==> src/stwt_pkg.sv <==
// Package for the synapse trace and weight table: sizes, codes, entry record,
// the exponential decay ROM and the structs passed between the table modules.
// Has no dependencies.
package stwt_pkg;

   localparam int TABLE_DEPTH       = 256;
   localparam int AVOIDANCE_CODE    = 1;
   localparam int DECAY_TABLE_DEPTH = 1024;

   localparam int ADDR_W    = (TABLE_DEPTH > 1) ? $clog2(TABLE_DEPTH) : 1;
   localparam int CNT_W     = $clog2(TABLE_DEPTH + 1);
   localparam int ROM_AW    = $clog2(DECAY_TABLE_DEPTH);

   localparam logic [15:0] TRACE_ONE        = 16'd32768;
   localparam logic [15:0] TRACE_MIN_ACTIVE = 16'd3277;
   localparam logic [15:0] STRENGTH_STEP    = 16'd3277;
   localparam logic [15:0] SAT16            = 16'hFFFF;
   localparam logic [63:0] EXP_STEP_Q32     = 64'd4252231657;

   typedef enum logic [2:0] {
      KIND_REGISTER   = 3'd0,
      KIND_UNREGISTER = 3'd1,
      KIND_SPIKE      = 3'd2,
      KIND_AVOID      = 3'd3,
      KIND_RELIEF     = 3'd4,
      KIND_DECAY      = 3'd5
   } kind_type;

   typedef enum logic [1:0] {
      STATUS_OK        = 2'd0,
      STATUS_NOT_FOUND = 2'd1,
      STATUS_FULL      = 2'd2
   } status_type;

   typedef enum logic [1:0] {
      CSR_WEIGHT_FLOOR   = 2'd0,
      CSR_WEIGHT_CEILING = 2'd1,
      CSR_AVOID_GAIN     = 2'd2,
      CSR_RELIEF_GAIN    = 2'd3
   } csr_index_type;

   typedef enum logic [3:0] {
      ST_IDLE,
      ST_REG,
      ST_SCAN,
      ST_UNREG_RD,
      ST_UNREG_WR,
      ST_SPIKE_WR,
      ST_WALK,
      ST_DRAIN,
      ST_RESP
   } state_type;

   typedef struct packed {
      logic [31:0] id;
      logic [2:0]  stype;
      logic [15:0] weight;
      logic [15:0] trace;
      logic [15:0] strength;
      logic [15:0] success;
   } entry_type;

   typedef struct packed {
      logic              en;
      logic [ADDR_W-1:0] addr;
      entry_type         rec;
   } wr_type;

   // Operands that stay fixed while a table-wide update walks the entries.
   typedef struct packed {
      kind_type    op;
      logic [15:0] floor;
      logic [15:0] ceiling;
      logic [15:0] avoid_gain;
      logic [15:0] relief_gain;
      logic [15:0] relief_amount;
      logic [15:0] factor;
   } walk_ctx_type;

   typedef logic [15:0] decay_rom_type [DECAY_TABLE_DEPTH];

   // Entry k is exp(-k/100) in Q1.15, built by repeated rounded scaling in Q0.32.
   function automatic decay_rom_type build_decay_rom();
      decay_rom_type rom;
      logic [63:0]   v;
      logic [63:0]   p;
      v = 64'd1 << 32;
      for (int k = 0; k < DECAY_TABLE_DEPTH; k++) begin
         p = v + (64'd1 << 16);
         rom[k] = p[32:17];
         p = v * EXP_STEP_Q32 + (64'd1 << 31);
         v = {32'd0, p[63:32]};
      end
      return rom;
   endfunction

   localparam decay_rom_type DECAY_ROM = build_decay_rom();

endpackage

==> src/stwt_walk_pipe.sv <==
// Read-modify-write pipeline for the table-wide updates (avoidance, relief,
// decay): multiply, second multiply, then round, clamp and write back.
// Depends on stwt_pkg.
module stwt_walk_pipe (
   input  logic                        clock,
   input  logic                        reset,
   input  logic                        in_valid,
   input  logic [stwt_pkg::ADDR_W-1:0] in_addr,
   input  stwt_pkg::entry_type         in_rec,
   input  stwt_pkg::walk_ctx_type      ctx,
   output stwt_pkg::wr_type            wr,
   output logic                        busy
);

   logic                        s2_v_ff, s3_v_ff;
   logic [stwt_pkg::ADDR_W-1:0] s2_addr_ff, s3_addr_ff;
   stwt_pkg::entry_type         s2_rec_ff, s3_rec_ff;
   logic                        s2_act_ff, s3_act_ff;
   logic [31:0]                 s2_m1_ff;
   logic [47:0]                 s3_m2_ff;

   logic [15:0] opnd;
   logic        act_in;
   logic [31:0] m1_in;
   logic [47:0] m2_in;

   logic [48:0] rnd;
   logic [17:0] boost;
   logic [18:0] wsum;
   logic [15:0] wclamp;
   logic [16:0] ssum;
   stwt_pkg::entry_type new_rec;

   // Stage one: trace times the per-operation factor.
   always_comb begin
      opnd   = ctx.factor;
      act_in = 1'b1;
      unique case (ctx.op)
         stwt_pkg::KIND_AVOID: begin
            opnd   = ctx.avoid_gain;
            act_in = (in_rec.trace >= stwt_pkg::TRACE_MIN_ACTIVE) &&
                     (in_rec.stype == 3'(stwt_pkg::AVOIDANCE_CODE));
         end
         stwt_pkg::KIND_RELIEF: begin
            opnd   = ctx.relief_amount;
            act_in = in_rec.trace >= stwt_pkg::TRACE_MIN_ACTIVE;
         end
         default: begin
            opnd   = ctx.factor;
            act_in = 1'b1;
         end
      endcase
      m1_in = in_rec.trace * opnd;
   end

   // Stage two: relief also scales by its gain.
   always_comb begin
      if (ctx.op == stwt_pkg::KIND_RELIEF) begin
         m2_in = s2_m1_ff * ctx.relief_gain;
      end else begin
         m2_in = {16'd0, s2_m1_ff};
      end
   end

   // Stage three: round, clamp and form the written entry.
   always_comb begin
      new_rec = s3_rec_ff;
      rnd     = {1'b0, s3_m2_ff} + 49'd32768;
      boost   = rnd[33:16];
      if (ctx.op == stwt_pkg::KIND_RELIEF) begin
         rnd   = {1'b0, s3_m2_ff} + (49'd1 << 30);
         boost = rnd[48:31];
      end else if (ctx.op == stwt_pkg::KIND_DECAY) begin
         rnd   = {1'b0, s3_m2_ff} + 49'd16384;
         boost = rnd[33:16];
      end
      wsum = 19'(s3_rec_ff.weight) + 19'(boost);
      if (wsum < 19'(ctx.floor)) begin
         wclamp = ctx.floor;
      end else if (wsum > 19'(ctx.ceiling)) begin
         wclamp = ctx.ceiling;
      end else begin
         wclamp = wsum[15:0];
      end
      ssum = 17'(s3_rec_ff.strength) + 17'(stwt_pkg::STRENGTH_STEP);
      if (ctx.op == stwt_pkg::KIND_DECAY) begin
         new_rec.trace = rnd[30:15];
      end else if (s3_act_ff) begin
         new_rec.weight = wclamp;
         if (ctx.op == stwt_pkg::KIND_AVOID) begin
            new_rec.strength = ssum[16] ? stwt_pkg::SAT16 : ssum[15:0];
            if (s3_rec_ff.success != stwt_pkg::SAT16) begin
               new_rec.success = s3_rec_ff.success + 16'd1;
            end
         end
      end
   end

   always_ff @(posedge clock) begin
      if (reset) begin
         s2_v_ff <= 1'b0;
         s3_v_ff <= 1'b0;
      end else begin
         s2_v_ff <= in_valid;
         s3_v_ff <= s2_v_ff;
      end
      s2_addr_ff <= in_addr;
      s2_rec_ff  <= in_rec;
      s2_act_ff  <= act_in;
      s2_m1_ff   <= m1_in;
      s3_addr_ff <= s2_addr_ff;
      s3_rec_ff  <= s2_rec_ff;
      s3_act_ff  <= s2_act_ff;
      s3_m2_ff   <= m2_in;
   end

   assign wr.en   = s3_v_ff;
   assign wr.addr = s3_addr_ff;
   assign wr.rec  = new_rec;
   assign busy    = s2_v_ff || s3_v_ff;

endmodule

==> config.mk <==
export PLATFORM = sky130hd
export DESIGN_NAME = stwt_walk_pipe
export DESIGN_NICKNAME = d
export VERILOG_FILES = /design/src/stwt_pkg.sv /design/src/stwt_walk_pipe.sv
export SDC_FILE = /design/constraint.sdc
export NUM_CORES = 2
export LEC_CHECK = 0
export BUFFER_PORTS_ARGS = -buffer_cell sky130_fd_sc_hd__buf_2
export CAP_MARGIN = 0
export CORE_ASPECT_RATIO = 0.7
export CORE_MARGIN = 2
export CORE_UTILIZATION = 30
export CTS_CLUSTER_DIAMETER = 30
export DETAILED_ROUTE_END_ITERATION = 6
export SLEW_MARGIN = 20
export SYNTH_ARGS = -nofsm -noshare
export SYNTH_HDL_FRONTEND = slang
export SYNTH_SLANG_ARGS = --single-unit
==> constraint.sdc <==
create_clock -name clock -period 10.4 [get_ports clock]
set_clock_uncertainty 0.15 [all_clocks]
set_input_delay 2.6 -clock clock [delete_from_list [all_inputs] [get_ports clock]]
set_output_delay 2.6 -clock clock [all_outputs]
set_load 0.005 [all_outputs]
# --- Word level (Yosys, flattened, before mapping) ---
# Index checks and enable logic that the tools add are counted.
word_totals:
  regBits: 298
  latchBits: 0
  mem_bits_rw: 0
  rom_bits: 0
  elab_cells: 55
  mem_count: 0
classes:
  addsub: 6
  n_mul: 2
  div: 0
  order_cmp: 3
  eq_ne: 5
  shift: 0
  mux: 16
  bitwise: 0
  reduce_logical: 2
op_table:
  columns: ["operator", "n"]
  rows:
  - ["$mux 32", 4]
  - ["$mux 16", 7]
  - ["$add 48x31->49 const B", 1]
  - ["$mul 32x16->48", 1]
  - ["$mux 18", 2]
  - ["$add 34x15->34 const B", 1]
  - ["$add 34x16->34 const B", 1]
  - ["$mul 16x16->32", 1]
  - ["$pmux 16 s2", 1]
  - ["$mux 31", 1]
  - ["$add 16x18->19", 1]
  - ["$gt 19x16->1", 1]
  - ["$lt 19x16->1", 1]
  - ["$add 16x12->17 const B", 1]
  - ["$add 16x1->16 const B", 1]
  - ["$ge 16x12->1 const B", 1]
  - ["$ne 16x16->1 const B", 1]
  - ["$eq 3x3->1 const B", 2]
  - ["$eq 3x1->1 const B", 1]
  - ["$eq 3x2->1 const B", 1]
  - ["$pmux 1 s2", 1]
  - ["$logic_and 1x1->1", 1]
  - ["$logic_or 1x1->1", 1]

# --- Logic depth before layout (Yosys ltp) ---
logic_depth:
  ltp_word: 9
  ltp_mapped: 29
  depth_no_buf: 27

# --- Worst setup path after synthesis ---
# OpenSTA, ideal clock, no wires.
synth_path:
  path_type: "in2out"
  start: "input port ctx[97] (netlist name)"
  end: "output port wr[52] (netlist name)"
  t_arrival_ns: 7.444
  required_ns: 7.650
  slack_ns: 0.206
  cell_stages: 21
  n_path_buf: 3
  path_cell_list: "nor3b_1 -> clkbuf_1 -> buf_1 -> o31ai_1 -> ha_1 -> fa_1 -> a211oi_1 -> o21ai_0 -> a31oi_1 -> nor2b_1 -> a221oi_1 -> xnor2_1 -> ha_1 -> nand4_1 -> or4_1 -> o21ai_0 -> a21oi_1 -> a211oi_4 -> buf_6 -> mux2i_1 -> o21ai_2"
synth_rtl:
  columns: ["item", "line_no", "rtl"]
  rows:
  - ["from (decl)", "stwt_walk_pipe.sv:10", "input stwt_pkg::walk_ctx_type ctx,"]
  - ["to (decl)", "stwt_walk_pipe.sv:11", "output stwt_pkg::wr_type wr,"]

==> impl_summary.log <==
[metrics] result of the run: finished clean
[metrics] Via density: 4.66
[metrics] total number of vias: 26,000
[metrics] data arrival time of the critical path: 7.35 ns
[metrics] count of boundary I/O pins: 318
[metrics] internal reg-to-reg setup slack: 2.81 ns
[metrics] overall die width: 407 um
[metrics] first-pass iteration count of the detailed router: 5
[metrics] Min-Delay Path Class: reg2reg
[metrics] wire length of the first global-routing pass: 151 mm
[metrics] height of the chip: 286 um
[metrics] CTS tree: done
[metrics] hold_sp: s2_rec_ff[23]
[metrics] Crit. End Element: primary output
[metrics] post-route DRC violation count: 0
[metrics] vias in the first global route: 26,400
[metrics] antenna violations before repair: 4
[metrics] total number of placement rows: 103
[metrics] cell count after placement: 5,467
[metrics] Synth async-reset ratio: 0%
[metrics] primary flip-flop cell chosen by synthesis mapping: sky130_fd_sc_hd__dfxtp_1
[metrics] Netlist Area Pre-Place: 34,100 sq um
[metrics] Clock Sink Count: 284
[metrics] Mapped Nets: 4,854
[metrics] placeable core region: 113,000 sq um
[metrics] overall routed net length: 96.4 mm
[metrics] # port buffers: 317
[metrics] routed wirelength normalized by instance count: 17.3 um
[metrics] Synth Register Bits: 284
[metrics] number of flops mapped to enable cells by yosys: 0
[metrics] Antenna Nets Post-Route: 0
[metrics] max frequency: 0.0990 GHz
[metrics] count of H-tree levels built during CTS: 2
[metrics] required time at the endpoint of the critical path: 7.65 ns
[metrics] layout-stage area growth over the synthesis result: 14.5%
[metrics] maximum capacitance violations: 0
[metrics] post-layout net count: 5,094
[metrics] worst reg-to-reg path cell count: 21
[metrics] most used cells in the layout excluding fill and tap cells: sky130_fd_sc_hd__inv_1, sky130_fd_sc_hd__nand2_1, sky130_fd_sc_hd__fa_1, sky130_fd_sc_hd__buf_2, sky130_fd_sc_hd__dfxtp_1
[metrics] number of buffers between clock root and the deepest sink: 3
[metrics] number of filler cells placed in the layout: 11,600
[metrics] Routability Congestion: 0.890
[metrics] library cell used as clock root buffer: sky130_fd_sc_hd__clkbuf_16
[metrics] number of warnings printed during yosys synthesis: 0
[metrics] clock latency on the worst-skew pair: 0.61 ns
[metrics] final critical delay including setup and external delays: 10.10 ns
[metrics] share of layout cells above drive strength 1: 12.3%
[metrics] worst reg2reg path startpoint: s2_m1_ff[21]
[metrics] initial standard-cell utilization of the core: 30.2%
[metrics] max-slew violation total from the final report: 0
[metrics] violation count after the first detailed-routing iteration: 1,689
[metrics] register clock-pin slew on the reported worst setup and hold paths: 0.05 ns
[metrics] final setup fails: 0
[metrics] CP max FO: 16
[metrics] startpoint types: input pin
[metrics] CP Class: in2out
[metrics] cts bufs inserted: 51
[metrics] number of hold-slack violations in the final timing report: 0
[metrics] final standard cell count with taps included and fillers excluded: 5,565
[metrics] relative slew slack: 27.3%
[metrics] detailed placer's ending HPWL: 75.5 mm
[metrics] GRT Resource Usage Total: 16.6%
[metrics] most common cell after layout, fill and taps aside: sky130_fd_sc_hd__inv_1
[metrics] Synth Instances: 3,760
[metrics] Crit Reg-Reg Endpoint: s3_m2_ff[47]
[metrics] number of unique standard cell types used by synthesis: 65
[metrics] mean cell area of the mapped netlist: 9.06 sq um
[metrics] portion of the post-synthesis area used by sequential elements: 16.7%
[metrics] grt total ovfl: 0
[metrics] pin count of the biggest net entering global routing: 52
[metrics] Tightest Pin Transition: 1.09 ns
[metrics] Tcrit/Tclk final: 97.1%
[metrics] hold path endpoint: s3_rec_ff[23]
[metrics] Die Footprint: 116,000 sq um
[metrics] cell depth of the worst hold path: 0
layout make-up:
cell class | count | area [sq um] | share of cell area [%]
Antenna cell | 2 | 5.00 | 0.0128
Clock buffer | 58 | 1370 | 3.50
Clock inverter | 36 | 377 | 0.965
Inverter | 741 | 2780 | 7.13
Multi-Input combinational cell | 2552 | 24900 | 63.7
Sequential cell | 284 | 5690 | 14.6
Tap cell | 1522 | 1900 | 4.88
Timing Repair Buffer | 370 | 2030 | 5.22
state kept, by name (all words and copies together) (netlist names):
register and flops:
s2_m1_ff 32, s3_v_ff 1, s3_addr_ff 8, wr 35
s2_addr_ff 8, s2_rec_ff 99, s3_act_ff 1, s3_m2_ff 34
s3_rec_ff 64, s2_act_ff 1, s2_v_ff 1
layer usage:
metal	routed length [um]	vias up	GRT usage, %
met4	1600	0	3.11
li1	-	11900	-
met5	0	-	0
met2	39800	1033	23.7
met1	46100	12900	25.1
met3	8920	131	4.28
critical path, stage by stage:
cell                       delay, ns
sky130_fd_sc_hd__buf_2          0.13
sky130_fd_sc_hd__nand3b_1       0.15
sky130_fd_sc_hd__buf_4          0.17
sky130_fd_sc_hd__mux2i_4        0.20
sky130_fd_sc_hd__nor3_2         0.20
sky130_fd_sc_hd__nand3_1        0.12
sky130_fd_sc_hd__xnor2_1        0.16
sky130_fd_sc_hd__nand2_1        0.06
sky130_fd_sc_hd__o21ai_0        0.08
sky130_fd_sc_hd__ha_2           0.34
sky130_fd_sc_hd__a21oi_2        0.17
sky130_fd_sc_hd__a21oi_1        0.09
sky130_fd_sc_hd__a211o_1        0.26
sky130_fd_sc_hd__o21bai_1       0.20
sky130_fd_sc_hd__a21oi_1        0.19
sky130_fd_sc_hd__xnor2_1        0.15
sky130_fd_sc_hd__ha_1           0.32
sky130_fd_sc_hd__nand4_1        0.14
sky130_fd_sc_hd__or4_1          0.54
sky130_fd_sc_hd__o21ai_0        0.09
sky130_fd_sc_hd__a21oi_1        0.09
sky130_fd_sc_hd__a211oi_4       0.21
sky130_fd_sc_hd__buf_12         0.21
sky130_fd_sc_hd__mux2i_2        0.27
sky130_fd_sc_hd__o21ai_2        0.08
sky130_fd_sc_hd__buf_2          0.13
cells in the mapped netlist (16+ instances only):
cell	number	area share (%)
sky130_fd_sc_hd__xor2_1	50	1.3
sky130_fd_sc_hd__ha_1	273	10
sky130_fd_sc_hd__fa_1	612	36
sky130_fd_sc_hd__nand4_1	22	0.40
sky130_fd_sc_hd__and2_1	240	4.4
sky130_fd_sc_hd__and3_1	16	0.29
sky130_fd_sc_hd__xnor2_1	83	2.1
sky130_fd_sc_hd__nor2b_1	51	0.94
sky130_fd_sc_hd__nand3_1	37	0.54
sky130_fd_sc_hd__clkbuf_1	141	1.6
sky130_fd_sc_hd__nand2b_1	16	0.29
sky130_fd_sc_hd__nor3_1	23	0.34
sky130_fd_sc_hd__inv_1	741	8.2
sky130_fd_sc_hd__buf_4	37	0.82
sky130_fd_sc_hd__nand2_1	633	7.0
sky130_fd_sc_hd__a21o_1	31	0.68
sky130_fd_sc_hd__nor2_1	83	0.91
sky130_fd_sc_hd__a21oi_1	88	1.3
sky130_fd_sc_hd__dfxtp_1	284	17
sky130_fd_sc_hd__o21ai_0	91	1.3
sky130_fd_sc_hd__a32oi_1	16	0.41
sky130_fd_sc_hd__mux2i_1	20	0.59
worst max-delay path by stage:
stage | startpoint | end | slack (ns) | cells after the start
floorplan | ctx[97] | wr[52] | 0.21 | 21
global placement | ctx[97] | wr[58] | 0.24 | 23
detailed placement | ctx[97] | wr[54] | 0.18 | 25
CTS | ctx[97] | wr[55] | 0.12 | 25
global route | ctx[97] | wr[55] | -0.01 | 26
finish | ctx[97] | wr[55] | 0.30 | 26
logic make-up (layout without fill, tap and decap cells):
family                   Yosys count  after routing  synth area share (%)
other                              0              2                     0
multiplexers                      21             21                 0.620
flip-flops                       284            284                  16.7
XOR/XNOR                         133            133                  3.42
AND/OR/NAND/NOR                 1161           1161                  16.0
AO/OA/AOI/OAI                    352            352                  6.67
adder cells (fa/ha/maj)          885            885                  46.0
buffers and inverters            924           1205                  10.6
timing repair:
action	4_1_cts	5_1_grt
endpoints found under the setup margin	0	16
hold buffers	0	0
buffers inserted	0	2
gates resized for setup	0	17
through the flow:
step	util, %	area, sq um	TNS (ns)	hold slack (ns)	setup slack, ns
2_1_floorplan	-	34100	0	0.160	0.206
3_3_place_gp	33.0	37200	0	0.160	0.238
3_5_place_dp	33.0	37200	0	0.162	0.185
4_1_cts	34.5	38900	0	0.157	0.116
5_1_grt	34.6	39000	-0.0168	0.162	-0.0111
6_report	34.6	39000	0	0.170	0.302
Power is not shown: default switching activity piles up to over one toggle a cycle in this logic, so the estimate is an artifact.
